[src/rtl/cdw_pkg.sv]
// shared types, constants and helper functions for the date check and weekday unit
`default_nettype none

package cdw_pkg;

  localparam logic [15:0] YEAR_MIN = 16'd2000;
  localparam logic [15:0] YEAR_MAX = 16'd2099;
  localparam logic [3:0]  MONTH_FEB = 4'd2;
  localparam logic [3:0]  MONTH_MAR = 4'd3;
  localparam logic [7:0]  MONTH_MAX = 8'd12;

  // checked date handed from the check stage to the encoder
  typedef struct packed {
    logic       ok;
    logic [6:0] yoff;
    logic [3:0] month;
    logic [4:0] day;
  } cdw_date_t;

  // length of a month, february as a common year
  function automatic logic [4:0] month_len(input logic [3:0] m);
    logic [4:0] len;
    begin
      unique case (m)
        4'd2:                      len = 5'd28;
        4'd4, 4'd6, 4'd9, 4'd11:   len = 5'd30;
        default:                   len = 5'd31;
      endcase
      return len;
    end
  endfunction

  // per-month weekday offset mod 7: 23*m/9, the march shift, the +3 and the
  // january/february borrow of one from the quarter-year term all folded in
  function automatic logic [2:0] month_ofs(input logic [3:0] m);
    logic [2:0] ofs;
    begin
      unique case (m)
        4'd1:    ofs = 3'd4;
        4'd2:    ofs = 3'd0;
        4'd3:    ofs = 3'd1;
        4'd4:    ofs = 3'd4;
        4'd5:    ofs = 3'd6;
        4'd6:    ofs = 3'd2;
        4'd7:    ofs = 3'd4;
        4'd8:    ofs = 3'd0;
        4'd9:    ofs = 3'd3;
        4'd10:   ofs = 3'd5;
        4'd11:   ofs = 3'd1;
        4'd12:   ofs = 3'd3;
        default: ofs = 3'd0;
      endcase
      return ofs;
    end
  endfunction

  // x mod 7 by reciprocal multiply and one correction
  function automatic logic [2:0] mod7(input logic [7:0] x);
    logic [13:0] p;
    logic [5:0]  q;
    logic [7:0]  r;
    begin
      p = 14'(x) * 14'd36;
      q = p[13:8];
      r = x - 8'({2'b00, q} * 8'd7);
      if (r >= 8'd7) begin
        r = r - 8'd7;
      end
      return r[2:0];
    end
  endfunction

endpackage

`default_nettype wire

[src/rtl/cdw_check.sv]
// range and month-length check of one date, with the year offset from 2000
`default_nettype none

module cdw_check
  import cdw_pkg::*;
(
  input  wire logic [15:0] year,
  input  wire logic [7:0]  month,
  input  wire logic [7:0]  day,
  output cdw_date_t        date
);

  logic        year_ok;
  logic        month_ok;
  logic        day_ok;
  logic [15:0] yoff_full;
  logic        leap;
  logic [4:0]  mlen;

  assign year_ok   = (year >= YEAR_MIN) && (year <= YEAR_MAX);
  assign month_ok  = (month != 8'd0) && (month <= MONTH_MAX);
  assign yoff_full = year - YEAR_MIN;

  // within 2000..2099 the only century year is 2000, which is a leap year
  assign leap = (yoff_full[1:0] == 2'b00);

  always_comb begin
    mlen = month_len(month[3:0]);
    if (month[3:0] == MONTH_FEB && leap) begin
      mlen = 5'd29;
    end
  end

  assign day_ok = (day != 8'd0) && (day <= {3'b000, mlen});

  assign date.ok    = year_ok && month_ok && day_ok;
  assign date.yoff  = yoff_full[6:0];
  assign date.month = month[3:0];
  assign date.day   = day[4:0];

endmodule

`default_nettype wire

[src/rtl/cdw_encode.sv]
// weekday and bcd encoding of a checked date
`default_nettype none

module cdw_encode
  import cdw_pkg::*;
(
  input  wire cdw_date_t   date,
  output logic             valid_res,
  output logic [2:0]       weekday,
  output logic [7:0]       year_bcd,
  output logic [4:0]       month_bcd,
  output logic [5:0]       day_bcd
);

  logic [6:0]  quarter;
  logic [7:0]  sum;
  logic [2:0]  wd;
  logic [17:0] ytens_p;
  logic [3:0]  ytens;
  logic [6:0]  yones;
  logic [4:0]  mb;
  logic [1:0]  dtens;
  logic [4:0]  dones;

  // year offset / 4, taken from the year before for january and february
  always_comb begin
    if (date.month < MONTH_MAR) begin
      quarter = (date.yoff + 7'd3) >> 2;
    end else begin
      quarter = date.yoff >> 2;
    end
  end

  assign sum = 8'(month_ofs(date.month)) + 8'(date.day) + 8'(date.yoff) + 8'(quarter);
  assign wd  = mod7(sum) + 3'd1;

  // tens of 0..99 by reciprocal multiply
  assign ytens_p = 18'(date.yoff) * 18'd205;
  assign ytens   = ytens_p[14:11];
  assign yones   = date.yoff - 7'({3'b000, ytens} * 7'd10);

  always_comb begin
    if (date.month >= 4'd10) begin
      mb = {1'b1, 4'(date.month - 4'd10)};
    end else begin
      mb = {1'b0, date.month};
    end
  end

  always_comb begin
    if (date.day >= 5'd30) begin
      dtens = 2'd3;
      dones = date.day - 5'd30;
    end else if (date.day >= 5'd20) begin
      dtens = 2'd2;
      dones = date.day - 5'd20;
    end else if (date.day >= 5'd10) begin
      dtens = 2'd1;
      dones = date.day - 5'd10;
    end else begin
      dtens = 2'd0;
      dones = date.day;
    end
  end

  assign valid_res = date.ok;
  assign weekday   = date.ok ? wd : 3'd0;
  assign year_bcd  = date.ok ? {ytens, yones[3:0]} : 8'd0;
  assign month_bcd = date.ok ? mb : 5'd0;
  assign day_bcd   = date.ok ? {dtens, dones[3:0]} : 6'd0;

endmodule

`default_nettype wire

[src/rtl/calendar_date_check_weekday_bcd_unit.sv]
// top level of the date check, weekday and bcd unit
`default_nettype none

// Checks a date (year 2000..2099, month 1..12, day within the month, full
// leap rule) and returns the weekday (1=Monday..7=Sunday) with BCD forms of
// year mod 100, month and day; an invalid date returns valid_res=0 and zero
// fields. An item is taken when start is high and busy is low; busy is only
// high in reset and the cycle after, so one item can be taken every cycle.
// Each item is registered at the input, checked and encoded in combinational
// logic and registered again: its result appears with done after the input and
// output registers and lasts one cycle, as the receiver cannot stall.
module calendar_date_check_weekday_bcd_unit
  import cdw_pkg::*;
(
  input  wire logic        clk,
  input  wire logic        rst,
  input  wire logic        start,
  output logic             busy,
  input  wire logic [15:0] year,
  input  wire logic [7:0]  month,
  input  wire logic [7:0]  day,
  output logic             done,
  output logic             valid_res,
  output logic [2:0]       weekday,
  output logic [7:0]       year_bcd,
  output logic [4:0]       month_bcd,
  output logic [5:0]       day_bcd
);

  logic        in_vld;
  logic [15:0] year_q;
  logic [7:0]  month_q;
  logic [7:0]  day_q;
  cdw_date_t   date;
  logic        valid_next;
  logic [2:0]  weekday_next;
  logic [7:0]  year_bcd_next;
  logic [4:0]  month_bcd_next;
  logic [5:0]  day_bcd_next;

  always_ff @(posedge clk) begin
    busy <= rst;
  end

  always_ff @(posedge clk) begin
    if (rst) begin
      in_vld <= 1'b0;
      done   <= 1'b0;
    end else begin
      in_vld <= start && !busy;
      done   <= in_vld;
    end
  end

  always_ff @(posedge clk) begin
    if (start && !busy) begin
      year_q  <= year;
      month_q <= month;
      day_q   <= day;
    end
    if (in_vld) begin
      valid_res <= valid_next;
      weekday   <= weekday_next;
      year_bcd  <= year_bcd_next;
      month_bcd <= month_bcd_next;
      day_bcd   <= day_bcd_next;
    end
  end

  cdw_check u_check (
    .year  (year_q),
    .month (month_q),
    .day   (day_q),
    .date  (date)
  );

  cdw_encode u_encode (
    .date      (date),
    .valid_res (valid_next),
    .weekday   (weekday_next),
    .year_bcd  (year_bcd_next),
    .month_bcd (month_bcd_next),
    .day_bcd   (day_bcd_next)
  );

  // result comes with done after the input and output registers
  a_latency: assert property (@(posedge clk) disable iff (rst)
    (start && !busy) |=> ##1 done)
    else $error("result strobe missing after accepted item");

  a_no_spurious: assert property (@(posedge clk) disable iff (rst)
    done |-> $past(in_vld))
    else $error("result strobe without item");

  a_invalid_zero: assert property (@(posedge clk) disable iff (rst)
    (done && !valid_res) |-> (weekday == 3'd0 && year_bcd == 8'd0 &&
                              month_bcd == 5'd0 && day_bcd == 6'd0))
    else $error("invalid date with nonzero fields");

  a_weekday_range: assert property (@(posedge clk) disable iff (rst)
    (done && valid_res) |-> (weekday != 3'd0))
    else $error("valid date without weekday");

endmodule

`default_nettype wire
[config.mk]
export PLATFORM = sky130hd
export DESIGN_NAME = calendar_date_check_weekday_bcd_unit
export DESIGN_NICKNAME = d
export VERILOG_FILES = /design/src/rtl/cdw_pkg.sv /design/src/rtl/cdw_check.sv /design/src/rtl/cdw_encode.sv /design/src/rtl/calendar_date_check_weekday_bcd_unit.sv
export SDC_FILE = /design/constraint.sdc
export NUM_CORES = 1
export LEC_CHECK = 0
export BUFFER_PORTS_ARGS = -buffer_cell sky130_fd_sc_hd__buf_2
export CAP_MARGIN = 30
export CORE_MARGIN = 5
export CORE_UTILIZATION = 40
export DETAILED_ROUTE_END_ITERATION = 16
export GPL_TIMING_DRIVEN = 0
export SLEW_MARGIN = 10
export SYNTH_ARGS = -nofsm -noshare
export SYNTH_HDL_FRONTEND = slang
export SYNTH_SLANG_ARGS = --single-unit
[constraint.sdc]
create_clock -name clk -period 8.6 [get_ports clk]
set_input_delay 1.72 -clock clk [delete_from_list [all_inputs] [get_ports clk]]
set_output_delay 1.72 -clock clk [all_outputs]
set_load 0.01 [all_outputs]
Word level (Yosys, flattened, before mapping). Memories as Yosys holds them, arrays and structs flattened. A register that Yosys moved wholly into a read port is not among the register bits. Index checks and enable logic that the tools add are counted. W data, S select, Z words.

Output and inout port bits: 25. Memory bits (read-only): 48. Memories kept: 1. Bits of input ports: 35. Register bits after elaboration: 58.

Memories: (no name shown) (words 16, width 3, rd ports 1, clocked after memory_dff 1, wr ports 0, line cdw_pkg.sv:38) `unique case (m)`.

Multiplexer cells: 12. Reductions and logical operators: 12. Magnitude comparators: 10. Add/sub/neg operators: 13. Multipliers: 4. Eq/ne operators: 5.

Operators by type and width (count): $ge A16 B11 Y1 const B (1); $le A16 B12 Y1 const B (1); $mux W4 (4); $reduce_bool A8 Y1 (2); $mul A7 B8 Y15 const B (1); $mul A8 B4 Y12 const B (1); $sub A4 B4 Y4 const B (3); $ge A5 B5 Y1 const B (2); $mux W5 (2); $add A6 B7 Y8 (1); $add A8 B7 Y8 (1); $eq A4 B3 Y1 const B (2); $eq A4 B4 Y1 const B (2); $ge A8 B3 Y1 const B (1); $le A8 B4 Y1 const B (1); $le A8 B5 Y1 (1); $mul A6 B3 Y8 const B (1); $sub A8 B8 Y8 (1); $add A7 B2 Y7 const B (1); $logic_and A1 B1 Y1 (7); $sub A7 B7 Y7 const B (1); $add A3 B5 Y6 (1); $mux W2 (3); $ge A5 B4 Y1 const B (1); 14 further kinds (14).

Depth between registers and ports, before layout.
Word-level depth: 10. Depth in mapped cells: 39. Gate-level depth less buffers: 39.

Modules after synthesis. Synthesis repeated with hierarchy kept, for this count alone.

Cells, all modules: 465. Area total of the unflattened synthesis: 5014.8 um^2.

Modules (own cells, without submodules): cdw_encode (area each 2920.3 um^2, times used 1, cells each 355); calendar_date_check_weekday_bcd_unit (area each 1736.7 um^2, times used 1, cells each 61); cdw_check (area each 357.8 um^2, times used 1, cells each 49).

Least setup slack after synthesis. OpenSTA, ideal clock, no wires.

Kind: register to register. Start: reg year_q[4]. End: reg weekday[2] (data pin). Setup time: 0.265 ns. Path slack: 0.249 ns. Cell stages (with the launch flop): 35. Path buffers: 0. Period minus slack after synthesis: 8.351 ns. Data arrival time: 8.086 ns. Required time: 8.335 ns. Cells stage by stage: edfxtp_1 inv_1 ha_1 xnor2_1 xnor2_1 fa_1 ha_1 ha_1 o21ai_0 or4b_1 o2111ai_2 ha_1 ha_1 a21oi_1 o21ai_2 and2_1 nor2_1 nor2b_1 o21a_1 xnor2_1 inv_1 fa_1 fa_1 inv_1 ha_1 nor4_1 a22oi_1 a221o_1 a21boi_1 o21ai_2 xor2_1 ha_1 xor2_1 and3_1 nor3_2.

Longest elaborated chain between the ends: 10. Elaborated cells on any way between the ends: 17. Those cells by class: add/sub (7); mul (2); order compare (3); mux (2); reduce/logical (3).

RTL lines: start, declared (line calendar_date_check_weekday_bcd_unit.sv:31) `logic [15:0] year_q;`; start signal, assigned (line calendar_date_check_weekday_bcd_unit.sv:57) `year_q <= year;`; $sub A7 B7 Y7 (line cdw_check.sv:22) `assign yoff_full = year - YEAR_MIN;`; $add A7 B2 Y7 (line cdw_encode.sv:28) `quarter = (date.yoff + 7'd3) >> 2;`; $mux W5 (line cdw_encode.sv:27) `if (date.month < MONTH_MAR) begin`; $add A8 B7 Y8 (line cdw_encode.sv:34) `assign sum = 8'(month_ofs(date.month)) + 8'(date.day) + 8'(date.yoff) + 8'(quarter);`; $mul A8 B4 Y12 (line cdw_pkg.sv:63) `p = 14'(x) * 14'd36;`; $mul A6 B3 Y8 (line cdw_pkg.sv:65) `r = x - 8'({2'b00, q} * 8'd7);`; $sub A8 B8 Y8 (line cdw_pkg.sv:65); $ge A8 B3 Y1 / $sub A3 B3 Y3 (equally long branches) (line cdw_pkg.sv:66, cdw_pkg.sv:67); $mux W3 (line cdw_pkg.sv:66) `if (r >= 8'd7) begin`; $add A3 B1 Y3 (line cdw_encode.sv:35) `assign wd = mod7(sum) + 3'd1;`; end signal, assigned (line calendar_date_check_weekday_bcd_unit.sv:63) `weekday <= weekday_next;`; end, declared (line calendar_date_check_weekday_bcd_unit.sv:24) `output logic [2:0] weekday,`.

Parallel ways exist; a longest one is shown, timed or not. A chain may end at the register's enable or synchronous reset.

Final worst setup path.
Start: reg month_q[1]. End: reg weekday[2] (data pin).

Longest elaborated chain between the ends: 9. Elaborated cells on any way between the ends: 26. Those cells by class: add/sub (4); mul (2); order compare (4); eq/ne (5); mux (4); reduce/logical (7).

RTL lines: start, declared (line calendar_date_check_weekday_bcd_unit.sv:32) `logic [7:0] month_q;`; start signal, assigned (line calendar_date_check_weekday_bcd_unit.sv:58) `month_q <= month;`; $lt A4 B2 Y1 (line cdw_encode.sv:27); $mux W5 (line cdw_encode.sv:27); $add A8 B7 Y8 (line cdw_encode.sv:34); $mul A8 B4 Y12 (line cdw_pkg.sv:63); $mul A6 B3 Y8 (line cdw_pkg.sv:65); $sub A8 B8 Y8 (line cdw_pkg.sv:65); $ge A8 B3 Y1 / $sub A3 B3 Y3 (equally long branches) (line cdw_pkg.sv:66, cdw_pkg.sv:67); $mux W3 (line cdw_pkg.sv:66); $add A3 B1 Y3 (line cdw_encode.sv:35).

Parallel ways exist; a longest one is shown, timed or not.

==> key figures <==
Layout
  – Diode count: 0
  – Final non-filler cell total: 738
  – Area grow syn2layout: 21.57%
  – # fillers: ~1100
  – Layout cells sized above 1: 21.73%
  – Layout Utilization: between 40% and 50%
  – Final Net Count: between 700 and 800

Routing
  – Initial DRC Count: around 140
  – Vias per inst: 4.928
  – Via count: around 3600
  – Antenna viol nets, final: 0
  – WL final: between 10000 and 15000 um
  – DRC violations left: 0
  – Router iterations before antenna repair: 4
  – DR WL/cell: ~14 um

Clocking
  – Root buffer cell: clkbuf_16
  – Clock sink count: approximately 60
  – Reg clk slew, reported paths: ~0.050 ns
  – CTS H-tree lvls: 3
  – Total CTS buffers: 9
  – Clock Latency Late Sink: about 0.32 ns
  – CTS max path bufs: 2
  – CTS tree: yes

Logic synthesis
  – Mapped Area: roughly 5000 um2
  – Sequential area share after synthesis: about a third
  – Synth async-reset ratio: 0%
  – Mapped Cells: about 480
  – Synth area leaders: edfxtp_1 32%, ha_1 23%, fa_1 8.6%, inv_1 5.7%, xnor2_1 3.9%
  – Mean Syn Cell Area: around 11 um2
  – Yosys warning count: 0
  – Largest area contributor in the netlist: edfxtp_1
  – Share of the synthesized area in the top cell type: 32.36%
  – Synth cell types: 57
  – #FFs+latches synth: between 60 and 70
  – Syn Nets: between 600 and 700
  – Post-synth EDFFs: between 50 and 60
  – Ys flop type: edfxtp_1

Global routing
  – Vias in the first global route: 3740
  – Antenna violations before repair: 0
  – First-pass GRT wire length: about 18000 um
  – Largest net degree at the start of global routing: 38
  – GRT Total Usage: between 10% and 20%
  – Gr ovfl total: 0

Timing
  – Least-Margin Pin Slew: between 0.5 and 0.6 ns
  – Layout Skew: 0.005266 ns
  – Final Hold Fails: 0
  – Endpoints failing setup: 0
  – Post-route minimum period: 8.213 ns
  – Fmax: roughly 120 MHz
  – Slew Limit Fails: 0
  – Total negative setup slack: 0 ns
  – Rel. slew slack: 65.43%
  – Final worst slack: around 0.39 ns
  – Period utilization: roughly 96%

Critical path
  – Worst path slowest cell: fa_1
  – CP Data Required Time: 8.66 ns
  – Worst path arrival time: just over 8 ns
  – Worst setup SP type: register
  – Worst setup EP type: register
  – Max incr delay on CP: 0.54 ns
  – Crit-path max FO: 7
  – FF-to-FF setup slack: a little under 0.4 ns
  – Critical path class: register to register

Place
  – Placed Cells: 711
  – Setup Slack @ Placement: -0.5929 ns
  – Gp weighted congestion: ~0.85
  – Port buffer count: slightly below 60
  – Post-DP HPWL: approximately 8300 um

Flow run
  – Max cap viols: 0

Hold path
  – HP Class: register to register

Die
  – Die width: between 100 and 150 um
  – Core Footprint: roughly 13000 um2
  – Die Ht: approximately 120 um
  – IO Pins: 60
  – Starting Density: about two fifths
  – Die area: about 15000 um2
  – Row count: 41

Status
  – Status: completed
kinds of logic (layout without fill, tap and decap cells):
family / count (synthesis) / after routing / synth area share, %
XOR/XNOR: 34 / 34 / 5.982
AND/OR/NAND/NOR: 95 / 95 / 9.708
multiplexers: 5 / 5 / 1.054
buffers and inverters: 86 / 174 / 6.325
adder cells (fa/ha/maj): 114 / 114 / 31.18
flip-flops: 61 / 61 / 34.71
AO/OA/AOI/OAI: 83 / 83 / 11.03
critical path, delay by kind of cell, from the launching register on:
| family | cells | cell delay, ns |
|---|---|---|
| flip-flops | 1 | 0.39 |
| AND/OR/NAND/NOR | 10 | 1.74 |
| XOR/XNOR | 4 | 0.71 |
| adder cells (fa/ha/maj) | 9 | 3.16 |
| buffers and inverters | 2 | 0.13 |
| AO/OA/AOI/OAI | 9 | 1.81 |
cell usage after synthesis (all sizes together) (3+ instances only):
cell / count
ha: 92
inv: 80
edfxtp: 55
nor2: 30
xnor2: 24
o21ai: 23
fa: 22
a21oi: 21
nand2: 11
xor2: 10
nand3: 8
nor2b: 8
and2: 7
and3: 6
clkbuf: 6
dfxtp: 6
nor4: 6
a211oi: 4
a31oi: 4
nor3: 4
o21a: 4
a2111oi: 3
a21o: 3
a22oi: 3
mux2: 3
nand2b: 3
or2: 3
through the flow:
stage / instance area (um2) / hold WS, ns
2_1_floorplan: 5104 / 0.6772
3_3_place_gp: 5614 / 0.8633
3_5_place_dp: 5650 / 0.5889
4_1_cts: 6065 / 0.6034
5_1_grt: 6205 / 0.6073
6_report: 6205 / 0.5856
path summary, 6_finish.rpt:
| path | depth (start not counted) | startpoint | endpoint |
|---|---|---|---|
| min reg2reg | 0 | in_vld$_SDFF_PP0_ | day_bcd[0]$_SDFFCE_PN0P_ |
| max | 34 | month_q[1]$_DFFE_PP_ | weekday[2]$_SDFFCE_PN0P_ |
| min | 0 | in_vld$_SDFF_PP0_ | day_bcd[0]$_SDFFCE_PN0P_ |
| max reg2reg | 34 | month_q[1]$_DFFE_PP_ | weekday[2]$_SDFFCE_PN0P_ |
layer usage:
layer | vias up | GRT usage [%] | wire (um)
met2 | 70 | 25.21 | 5287
met4 | 0 | 3.849 | 89
met1 | 1720 | 18.47 | 4667
met5 | - | 0 | 0
met3 | 9 | 3.477 | 422
li1 | 1838 | - | -
state kept, by name, indices dropped and copies added (netlist names), named ones only:
register and flops:
year_bcd 8, month_q 8, weekday 3, day_bcd 6, day_q 8, busy 1, done 1, month_bcd 5
year_q 16, in_vld 1, valid_res 1
cell usage in the layout, fill, tap and decap left out, drive strengths merged, types with 4 or more instances in the layout:
master / synthesis / routed
o21ai: 23 / 23
ha: 92 / 92
nor2b: 8 / 8
nor4: 6 / 6
dfxtp: 6 / 6
nor2: 30 / 30
clkbuf: 6 / 14
and3: 6 / 6
nand3: 8 / 8
a31oi: 4 / 4
and2: 7 / 7
inv: 80 / 80
fa: 22 / 22
a211oi: 4 / 4
a21oi: 21 / 21
nand2: 11 / 11
nor3: 4 / 4
xnor2: 24 / 24
edfxtp: 55 / 55
xor2: 10 / 10
o21a: 4 / 4
buf: 0 / 75
timing repair:
item,CTS,global route
endpoints found under the setup margin,3,3
pin swaps,2,4
hold buffers,0,0
resized for setup,10,14
hold endpoints to repair,0,0
buffers inserted,8,6
layout make-up:
cell class / instances / area, um2 / area share, %
flip-flops and latches: 61 / 1772 / 28.55
clock buffers: 10 / 229.0 / 3.690
well taps: 172 / 215.2 / 3.468
clock inverters: 5 / 76.32 / 1.230
plain buffers: 4 / 16.27 / 0.2621
repair buffers: 75 / 435.4 / 7.018
multi-input cells: 331 / 3161 / 50.94
inverters: 80 / 300.3 / 4.840
Power is left out: the tool's default activity adds up to more than one toggle a clock period on the data nets, which glitch-free logic cannot reach.
